[src/hfd_pkg.sv]
package hfd_pkg;

    localparam logic [7:0]  CRC_INIT    = 8'hFF;
    localparam logic [7:0]  CRC_POLY    = 8'h31;
    localparam int          CNT_W       = 3;
    localparam int          RAW_W       = 20;
    localparam int          HUM_C_W     = 14;
    localparam int          TEMP_C_W    = 15;
    localparam int          OUT_DATA_W  = 88;

    // byte positions inside a frame
    localparam logic [CNT_W-1:0] IDX_STATUS = 3'd0;
    localparam logic [CNT_W-1:0] IDX_HUM_HI = 3'd1;
    localparam logic [CNT_W-1:0] IDX_HUM_MD = 3'd2;
    localparam logic [CNT_W-1:0] IDX_SPLIT  = 3'd3;
    localparam logic [CNT_W-1:0] IDX_TMP_MD = 3'd4;
    localparam logic [CNT_W-1:0] IDX_TMP_LO = 3'd5;
    localparam logic [CNT_W-1:0] IDX_CRC    = 3'd6;
    localparam logic [CNT_W-1:0] IDX_OVER   = 3'd7;

    localparam logic [HUM_C_W-1:0]  HUM_SCALE   = 14'd10000;
    localparam logic [HUM_C_W-1:0]  HUM_MAX     = 14'd10000;
    localparam logic [TEMP_C_W-1:0] TEMP_SCALE  = 15'd20000;
    localparam logic [TEMP_C_W-1:0] TEMP_OFFSET = 15'd5000;

    localparam int BIT_BUSY  = 7;
    localparam int BIT_CALIB = 3;

    typedef enum logic [1:0] {
        RES_OK      = 2'd0,
        RES_BUSY    = 2'd1,
        RES_CRC_ERR = 2'd2,
        RES_BAD_LEN = 2'd3
    } hfd_result_t;

    typedef struct packed {
        hfd_result_t      code;
        logic [7:0]       status;
        logic [RAW_W-1:0] hum_raw;
        logic [RAW_W-1:0] temp_raw;
        logic [7:0]       crc;
    } hfd_frame_t;

    // crc-8, msb first, one byte
    function automatic logic [7:0] crc8_byte(input logic [7:0] crc, input logic [7:0] b);
        logic [7:0] c;
        c = crc ^ b;
        for (int i = 0; i < 8; i++)
        begin
            if (c[7])
            begin
                c = {c[6:0], 1'b0} ^ CRC_POLY;
            end
            else
            begin
                c = {c[6:0], 1'b0};
            end
        end
        return c;
    endfunction

endpackage

[src/humidity_temp_frame_decoder_top.sv]
// a result beat is offered once the last byte of its frame has passed the unpack record
//   register and the scaling output register; one byte beat per cycle while the output side
//   drains, set by the combinational crc and unpack step and the one multiply stage after it
// rst_n is asynchronous and active low: crc goes to 0xff, byte count and held
//   fields to zero, and both pipeline stages empty
module humidity_temp_frame_decoder_top (
    input  logic                           clk,
    input  logic                           rst_n,
    // frame byte input
    input  logic                           s_axis_tvalid,
    output logic                           s_axis_tready,
    input  logic [7:0]                     s_axis_tdata,  // [7:0] data_byte
    input  logic                           s_axis_tuser,  // [0] first_byte
    input  logic                           s_axis_tlast,  // last_byte
    // decoded frame output
    output logic                           m_axis_tvalid,
    input  logic                           m_axis_tready,
    // [1:0] result_code, [2] calibrated, [10:3] status_value,
    // [30:11] humidity_raw, [50:31] temperature_raw, [64:51] humidity_centi,
    // [79:65] temperature_centi, [87:80] crc_computed
    output logic [hfd_pkg::OUT_DATA_W-1:0] m_axis_tdata
);
    import hfd_pkg::*;

    // frame record between the unpack stage and the scaling stage
    hfd_frame_t rec;
    logic       rec_valid;
    logic       rec_ready;

    // stage one: running crc, byte counting, field unpack; a record per last byte
    hfd_frame_unpack u_unpack (
        .clk       (clk),
        .rst_n     (rst_n),
        .in_valid  (s_axis_tvalid),
        .in_ready  (s_axis_tready),
        .in_byte   (s_axis_tdata),
        .in_first  (s_axis_tuser),
        .in_last   (s_axis_tlast),
        .rec_valid (rec_valid),
        .rec_ready (rec_ready),
        .rec       (rec)
    );

    // stage two: fixed-point scaling into hundredths and result packing
    hfd_scale u_scale (
        .clk       (clk),
        .rst_n     (rst_n),
        .rec_valid (rec_valid),
        .rec_ready (rec_ready),
        .rec       (rec),
        .out_valid (m_axis_tvalid),
        .out_ready (m_axis_tready),
        .out_data  (m_axis_tdata)
    );

endmodule

[src/hfd_frame_unpack.sv]
module hfd_frame_unpack (
    input  logic                clk,
    input  logic                rst_n,
    input  logic                in_valid,
    output logic                in_ready,
    input  logic [7:0]          in_byte,
    input  logic                in_first,
    input  logic                in_last,
    output logic                rec_valid,
    input  logic                rec_ready,
    output hfd_pkg::hfd_frame_t rec
);
    import hfd_pkg::*;

    logic [7:0]       crc_reg,  crc_next;
    logic [CNT_W-1:0] cnt_reg,  cnt_next;
    logic [7:0]       stat_reg, stat_next;
    logic [RAW_W-1:0] hum_reg,  hum_next;
    logic [RAW_W-1:0] temp_reg, temp_next;
    logic             rec_valid_reg, rec_valid_next;
    hfd_frame_t       rec_reg, rec_next;

    logic [CNT_W-1:0] idx;
    logic [7:0]       crc_in;
    logic [7:0]       crc_upd;
    logic             accept;

    assign in_ready  = !rec_valid_reg || rec_ready;
    assign accept    = in_valid && in_ready;
    assign rec_valid = rec_valid_reg;
    assign rec       = rec_reg;

    always_comb
    begin
        idx       = in_first ? IDX_STATUS : cnt_reg;
        crc_in    = in_first ? CRC_INIT : crc_reg;
        crc_upd   = (idx <= IDX_TMP_LO) ? crc8_byte(crc_in, in_byte) : crc_in;
        stat_next = stat_reg;
        hum_next  = hum_reg;
        temp_next = temp_reg;
        crc_next  = crc_reg;
        cnt_next  = cnt_reg;
        rec_next  = rec_reg;
        rec_valid_next = rec_valid_reg && !rec_ready;

        unique case (idx)
            IDX_STATUS: stat_next = in_byte;
            IDX_HUM_HI: hum_next  = {in_byte, hum_reg[11:0]};
            IDX_HUM_MD: hum_next  = {hum_reg[19:12], in_byte, hum_reg[3:0]};
            IDX_SPLIT:
            begin
                hum_next  = {hum_reg[19:4], in_byte[7:4]};
                temp_next = {in_byte[3:0], temp_reg[15:0]};
            end
            IDX_TMP_MD: temp_next = {temp_reg[19:16], in_byte, temp_reg[7:0]};
            IDX_TMP_LO: temp_next = {temp_reg[19:8], in_byte};
            default:    ;
        endcase

        if (accept)
        begin
            if (in_last)
            begin
                crc_next       = CRC_INIT;
                cnt_next       = IDX_STATUS;
                rec_valid_next = 1'b1;
                if (idx != IDX_TMP_LO && idx != IDX_CRC)
                begin
                    rec_next      = '0;
                    rec_next.code = RES_BAD_LEN;
                end
                else
                begin
                    if (stat_next[BIT_BUSY])
                        rec_next.code = RES_BUSY;
                    else if (idx == IDX_CRC && crc_upd != in_byte)
                        rec_next.code = RES_CRC_ERR;
                    else
                        rec_next.code = RES_OK;
                    rec_next.status   = stat_next;
                    rec_next.hum_raw  = hum_next;
                    rec_next.temp_raw = temp_next;
                    rec_next.crc      = crc_upd;
                end
            end
            else
            begin
                crc_next = crc_upd;
                cnt_next = (idx == IDX_OVER) ? IDX_OVER : idx + 3'd1;
            end
        end
        else
        begin
            stat_next = stat_reg;
            hum_next  = hum_reg;
            temp_next = temp_reg;
        end
    end

    always_ff @(posedge clk or negedge rst_n)
    begin
        if (!rst_n)
        begin
            crc_reg       <= CRC_INIT;
            cnt_reg       <= IDX_STATUS;
            stat_reg      <= '0;
            hum_reg       <= '0;
            temp_reg      <= '0;
            rec_valid_reg <= 1'b0;
        end
        else
        begin
            crc_reg       <= crc_next;
            cnt_reg       <= cnt_next;
            stat_reg      <= stat_next;
            hum_reg       <= hum_next;
            temp_reg      <= temp_next;
            rec_valid_reg <= rec_valid_next;
        end
    end

    always_ff @(posedge clk)
    begin
        rec_reg <= rec_next;
    end

endmodule

[src/hfd_scale.sv]
module hfd_scale (
    input  logic                           clk,
    input  logic                           rst_n,
    input  logic                           rec_valid,
    output logic                           rec_ready,
    input  hfd_pkg::hfd_frame_t            rec,
    output logic                           out_valid,
    input  logic                           out_ready,
    output logic [hfd_pkg::OUT_DATA_W-1:0] out_data
);
    import hfd_pkg::*;

    logic                      out_valid_reg, out_valid_next;
    logic [OUT_DATA_W-1:0]     data_reg, data_next;
    logic [RAW_W+HUM_C_W-1:0]  hum_prod;
    logic [RAW_W+TEMP_C_W-1:0] temp_prod;
    logic [HUM_C_W-1:0]        hum_c;
    logic [TEMP_C_W-1:0]       temp_c;
    logic                      load;

    assign rec_ready = !out_valid_reg || out_ready;
    assign load      = rec_valid && rec_ready;
    assign out_valid = out_valid_reg;
    assign out_data  = data_reg;

    always_comb
    begin
        hum_prod  = (RAW_W+HUM_C_W)'(rec.hum_raw) * (RAW_W+HUM_C_W)'(HUM_SCALE);
        temp_prod = (RAW_W+TEMP_C_W)'(rec.temp_raw) * (RAW_W+TEMP_C_W)'(TEMP_SCALE);
        hum_c     = hum_prod[RAW_W+HUM_C_W-1:RAW_W];
        if (hum_c > HUM_MAX)
            hum_c = HUM_MAX;
        temp_c    = temp_prod[RAW_W+TEMP_C_W-1:RAW_W] - TEMP_OFFSET;
        // bad length frames report zero everywhere but the code
        if (rec.code == RES_BAD_LEN)
        begin
            hum_c  = '0;
            temp_c = '0;
        end
        data_next = {rec.crc, temp_c, hum_c, rec.temp_raw, rec.hum_raw, rec.status,
                     rec.status[BIT_CALIB], rec.code};
        out_valid_next = load ? 1'b1 : (out_valid_reg && !out_ready);
    end

    always_ff @(posedge clk or negedge rst_n)
    begin
        if (!rst_n)
            out_valid_reg <= 1'b0;
        else
            out_valid_reg <= out_valid_next;
    end

    always_ff @(posedge clk)
    begin
        if (load)
            data_reg <= data_next;
    end

endmodule

[config.mk]
export PLATFORM = sky130hd
export DESIGN_NAME = humidity_temp_frame_decoder_top
export DESIGN_NICKNAME = d
export VERILOG_FILES = /design/src/hfd_pkg.sv /design/src/humidity_temp_frame_decoder_top.sv /design/src/hfd_frame_unpack.sv /design/src/hfd_scale.sv
export SDC_FILE = /design/constraint.sdc
export NUM_CORES = 1
export LEC_CHECK = 0
export ABC_AREA = 0
export BUFFER_PORTS_ARGS = -buffer_cell sky130_fd_sc_hd__buf_2
export CAP_MARGIN = 25
export CORE_AREA = 3 3 137 193
export DETAILED_ROUTE_END_ITERATION = 12
export DIE_AREA = 0 0 140 196
export PLACE_DENSITY = 0.78
export SYNTH_ARGS = -nofsm -noshare
export SYNTH_HDL_FRONTEND = slang
export SYNTH_HIERARCHICAL = 1
export SYNTH_SLANG_ARGS = --single-unit
[constraint.sdc]
create_clock -name clk -period 8 [get_ports clk]
set_clock_uncertainty 0.05 [all_clocks]
set_input_delay 0.4 -clock clk [delete_from_list [all_inputs] [get_ports clk]]
set_output_delay 0.4 -clock clk [all_outputs]
set_load 0.01 [all_outputs]
==> results.json <==
{
  "status": "complete, no violations",
  "grt_busiest_layer": "met2",
  "power_frac_comb": 0.444,
  "slew_headroom": 0.3454,
  "vdd_drop_max_mv": 0.1876,
  "cp_data_required_time_ns": 8.17,
  "insertion_delay_ns": 0.51,
  "die_h_um": 196,
  "clock_sinks": 206,
  "swShare": 0.3677,
  "track_usage": 0.2219,
  "dp_hpwl_mm": 22.82,
  "syn_nets": 1587,
  "setup_violations": 0,
  "place_area_um2": 15550,
  "nFillCells": 1899,
  "use_met3": 0.02268,
  "fmax_mhz": 165.5,
  "clockRootBuffer": "clkbuf_16",
  "place.gp.congestion": 0.8919,
  "wl_mm": 30.09,
  "start_util": 0.6016,
  "clk_path_buf_depth": 3,
  "yosysTopAreaCell": "edfxtp_1",
  "slowest_delay_ns": 0.72,
  "post_drt_wl_per_cell_um": 17.43,
  "syn-cell-area_um2": 14840,
  "final_nets": 1667,
  "cellInternalPower_w": 0.002754,
  "place.port_buffers": 103,
  "synth_edf_count": 145,
  "crit_arrival_ns": 6.21,
  "grt_antenna_before_repair": 0,
  "fin_setup_tns_ns": 0,
  "grt_pass1_wl_mm": 50.40,
  "first_global_vias": 10310,
  "drive_above_1_share": 0.1360,
  "syn_area_per_cell_um2": 11.28,
  "fin_area_um2": 16330,
  "clock_power_share": 0.249,
  "largest_reg_flops": 87,
  "numCtsBuffers": 22,
  "crit_fanout": 7,
  "power_frac_seq": 0.307,
  "power.density_nw_per_um2": 266.7,
  "timing.critical_path.cells": "inv_1 -> fa_1 -> inv_1 -> ha_1 -> fa_1 -> ha_1 -> fa_1 -> ha_1 -> a21o_1 -> a21o_1 -> a221oi_1 -> o21a_1 -> mux2i_1 -> nor4_1 -> a2111oi_0 -> a211oi_2 -> nor3_4 -> nor3_1",
  "total_power_w": 0.004355,
  "syn_to_final_growth_pct": 9.997,
  "grt_max_degree": 62,
  "final_cell_mix": "inv_1 (208), ha_1 (165), edfxtp_1 (145), buf_2 (103), fa_1 (92)",
  "cts_resized": 0,
  "die_w_um": 140,
  "grt.overflow.total": 0,
  "p_switching_w": 0.001601,
  "hold_path.class": "in -> async",
  "met2_usage": 0.4032,
  "hold_violations": 0,
  "drc": 0,
  "maxCapViolations": 0,
  "synthTopCellsByArea": "edfxtp_1 (29%), ha_1 (14%), fa_1 (12%), dfrtp_1 (8.9%), inv_1 (5.3%)",
  "cts_tree": "done",
  "antenna_left": 0,
  "power.leakage_nw": 7.583,
  "rows": 68,
  "viasPerCell": 5.679,
  "ys.flop_type": "edfxtp_1",
  "post-cts-setup-buffer-count": 0,
  "worst_setup_path_end_kind": "register",
  "critPathKind": "reg -> reg",
  "final_period_minus_worst_setup_slack_ns": 6.042,
  "cp-start-kind": "register",
  "rrSetupSlack_ns": 1.96,
  "use_met1": 0.2797,
  "synth.distinct_cells": 86,
  "rsz0062_at_grt": "false",
  "num_vias": 9808,
  "synth_top_cell_area_share": 0.2933,
  "drt_iter0_drc": 619,
  "ios": 104,
  "cts_max_level": 1,
  "cp_slowest_cell": "a2111oi_0",
  "core_region_area_um2": 24670,
  "ys_seq_elements": 206,
  "cts_hold_buffers": 0,
  "drv_slew": 0,
  "diodes": 0,
  "die_area_um2": 27440,
  "synth_seq_area_share": 0.3968,
  "final_common_cell": "inv_1",
  "synth_cells": 1316,
  "async_reset_ff_frac": 0.2961,
  "worstMarginPinSlew_ns": 0.9820,
  "drt_pass1_iterations": 5,
  "fin_util": 0.6618,
  "clkTransAtPathRegs_ns": 0.06,
  "fin_crit_sh": 0.7552,
  "synth_warnings": 6
}
==> critical path, delay by kind of cell (launching register included) <==
| family | cells | cell delay, ns |
|---|---|---|
| multiplexers | 1 | 0.25 |
| adder cells (fa/ha/maj) | 6 | 2.43 |
| flip-flops | 1 | 0.46 |
| AO/OA/AOI/OAI | 6 | 1.84 |
| AND/OR/NAND/NOR | 3 | 0.49 |
| buffers and inverters | 2 | 0.20 |
==> power groups by stage <==
stage                     clock network, W  logic, W  registers [W]
after floorplan                          0   0.00157        0.00133
after global placement                   0   0.00187        0.00135
after detailed placement                 0   0.00191        0.00136
after CTS                          0.00111   0.00193        0.00134
after global routing               0.00115   0.00218        0.00135
final                              0.00108   0.00193        0.00134
==> synth_stat cells (7+ instances only) <==
cell        n
nand3_1    11
inv_1     209
buf_2       8
clkbuf_1   35
nor3_1     18
a21oi_1    59
a22oi_1    18
a21o_1     13
a22o_1     38
nand2b_1    7
dfrtp_1    53
ha_1      165
o21ai_0    32
or3_1       7
nor2_1     87
and3_1      8
edfxtp_1  145
fa_1       92
nand2_1    56
dfstp_2     8
mux2_2      8
o21a_1     10
xor2_1     22
xnor2_1    40
and2_1     43
==> area by class of cell <==
class | count | area [um^2] | share of cell area
Multi-Input combinational cell | 849 | 7928 | 0.4855
Timing Repair Buffer | 108 | 553.0 | 0.03387
Inverter | 209 | 784.5 | 0.04805
Sequential cell | 206 | 5891 | 0.3608
Tap cell | 315 | 394.1 | 0.02414
Clock buffer | 29 | 596.8 | 0.03655
Clock inverter | 11 | 181.4 | 0.01111
==> cell families after synthesis <==
group,Yosys count,synth area share
AO/OA/AOI/OAI,240,0.1161
XOR/XNOR,73,0.05336
multiplexers,11,0.008935
buffers and inverters,261,0.06928
AND/OR/NAND/NOR,268,0.09238
flip-flops,206,0.3968
adder cells (fa/ha/maj),257,0.2631
==> per-layer routing <==
metal,wire length (um),vias to the layer above,share of wire
met5,0,-,0
met4,910,0,0.030
met3,1151,64,0.038
met2,15730,220,0.52
met1,12300,4842,0.41
li1,-,4682,-
==> path summary, 6_finish.rpt <==
path,startpoint,endpoint,cells past startpoint
min in group clk,s_axis_tlast,u_unpack/cnt_reg[0],2
max in group asynchronous,rst_n,u_unpack/stat_reg[4],2
hold / removal,rst_n,u_unpack/temp_reg[0],2
hold reg to reg,u_unpack/rec[6],u_scale/out_data[86],0
setup / recovery,u_unpack/rec[36],u_scale/out_data[54],18
setup reg to reg,u_unpack/rec[36],u_scale/out_data[54],18
==> stage by stage <==
step / hold slack [ns] / instances / worst slack, ns
global placement: 0.3525 / 1687 / 2.168
detailed placement: 0.3571 / 1687 / 2.021
global route: 0.06629 / 1727 / 1.606
floorplan: 0.05441 / 1316 / 2.604
CTS: 0.02176 / 1727 / 1.959
finish: 0.008561 / 1727 / 1.958
Note: power is estimated with default switching activity, not from simulation.
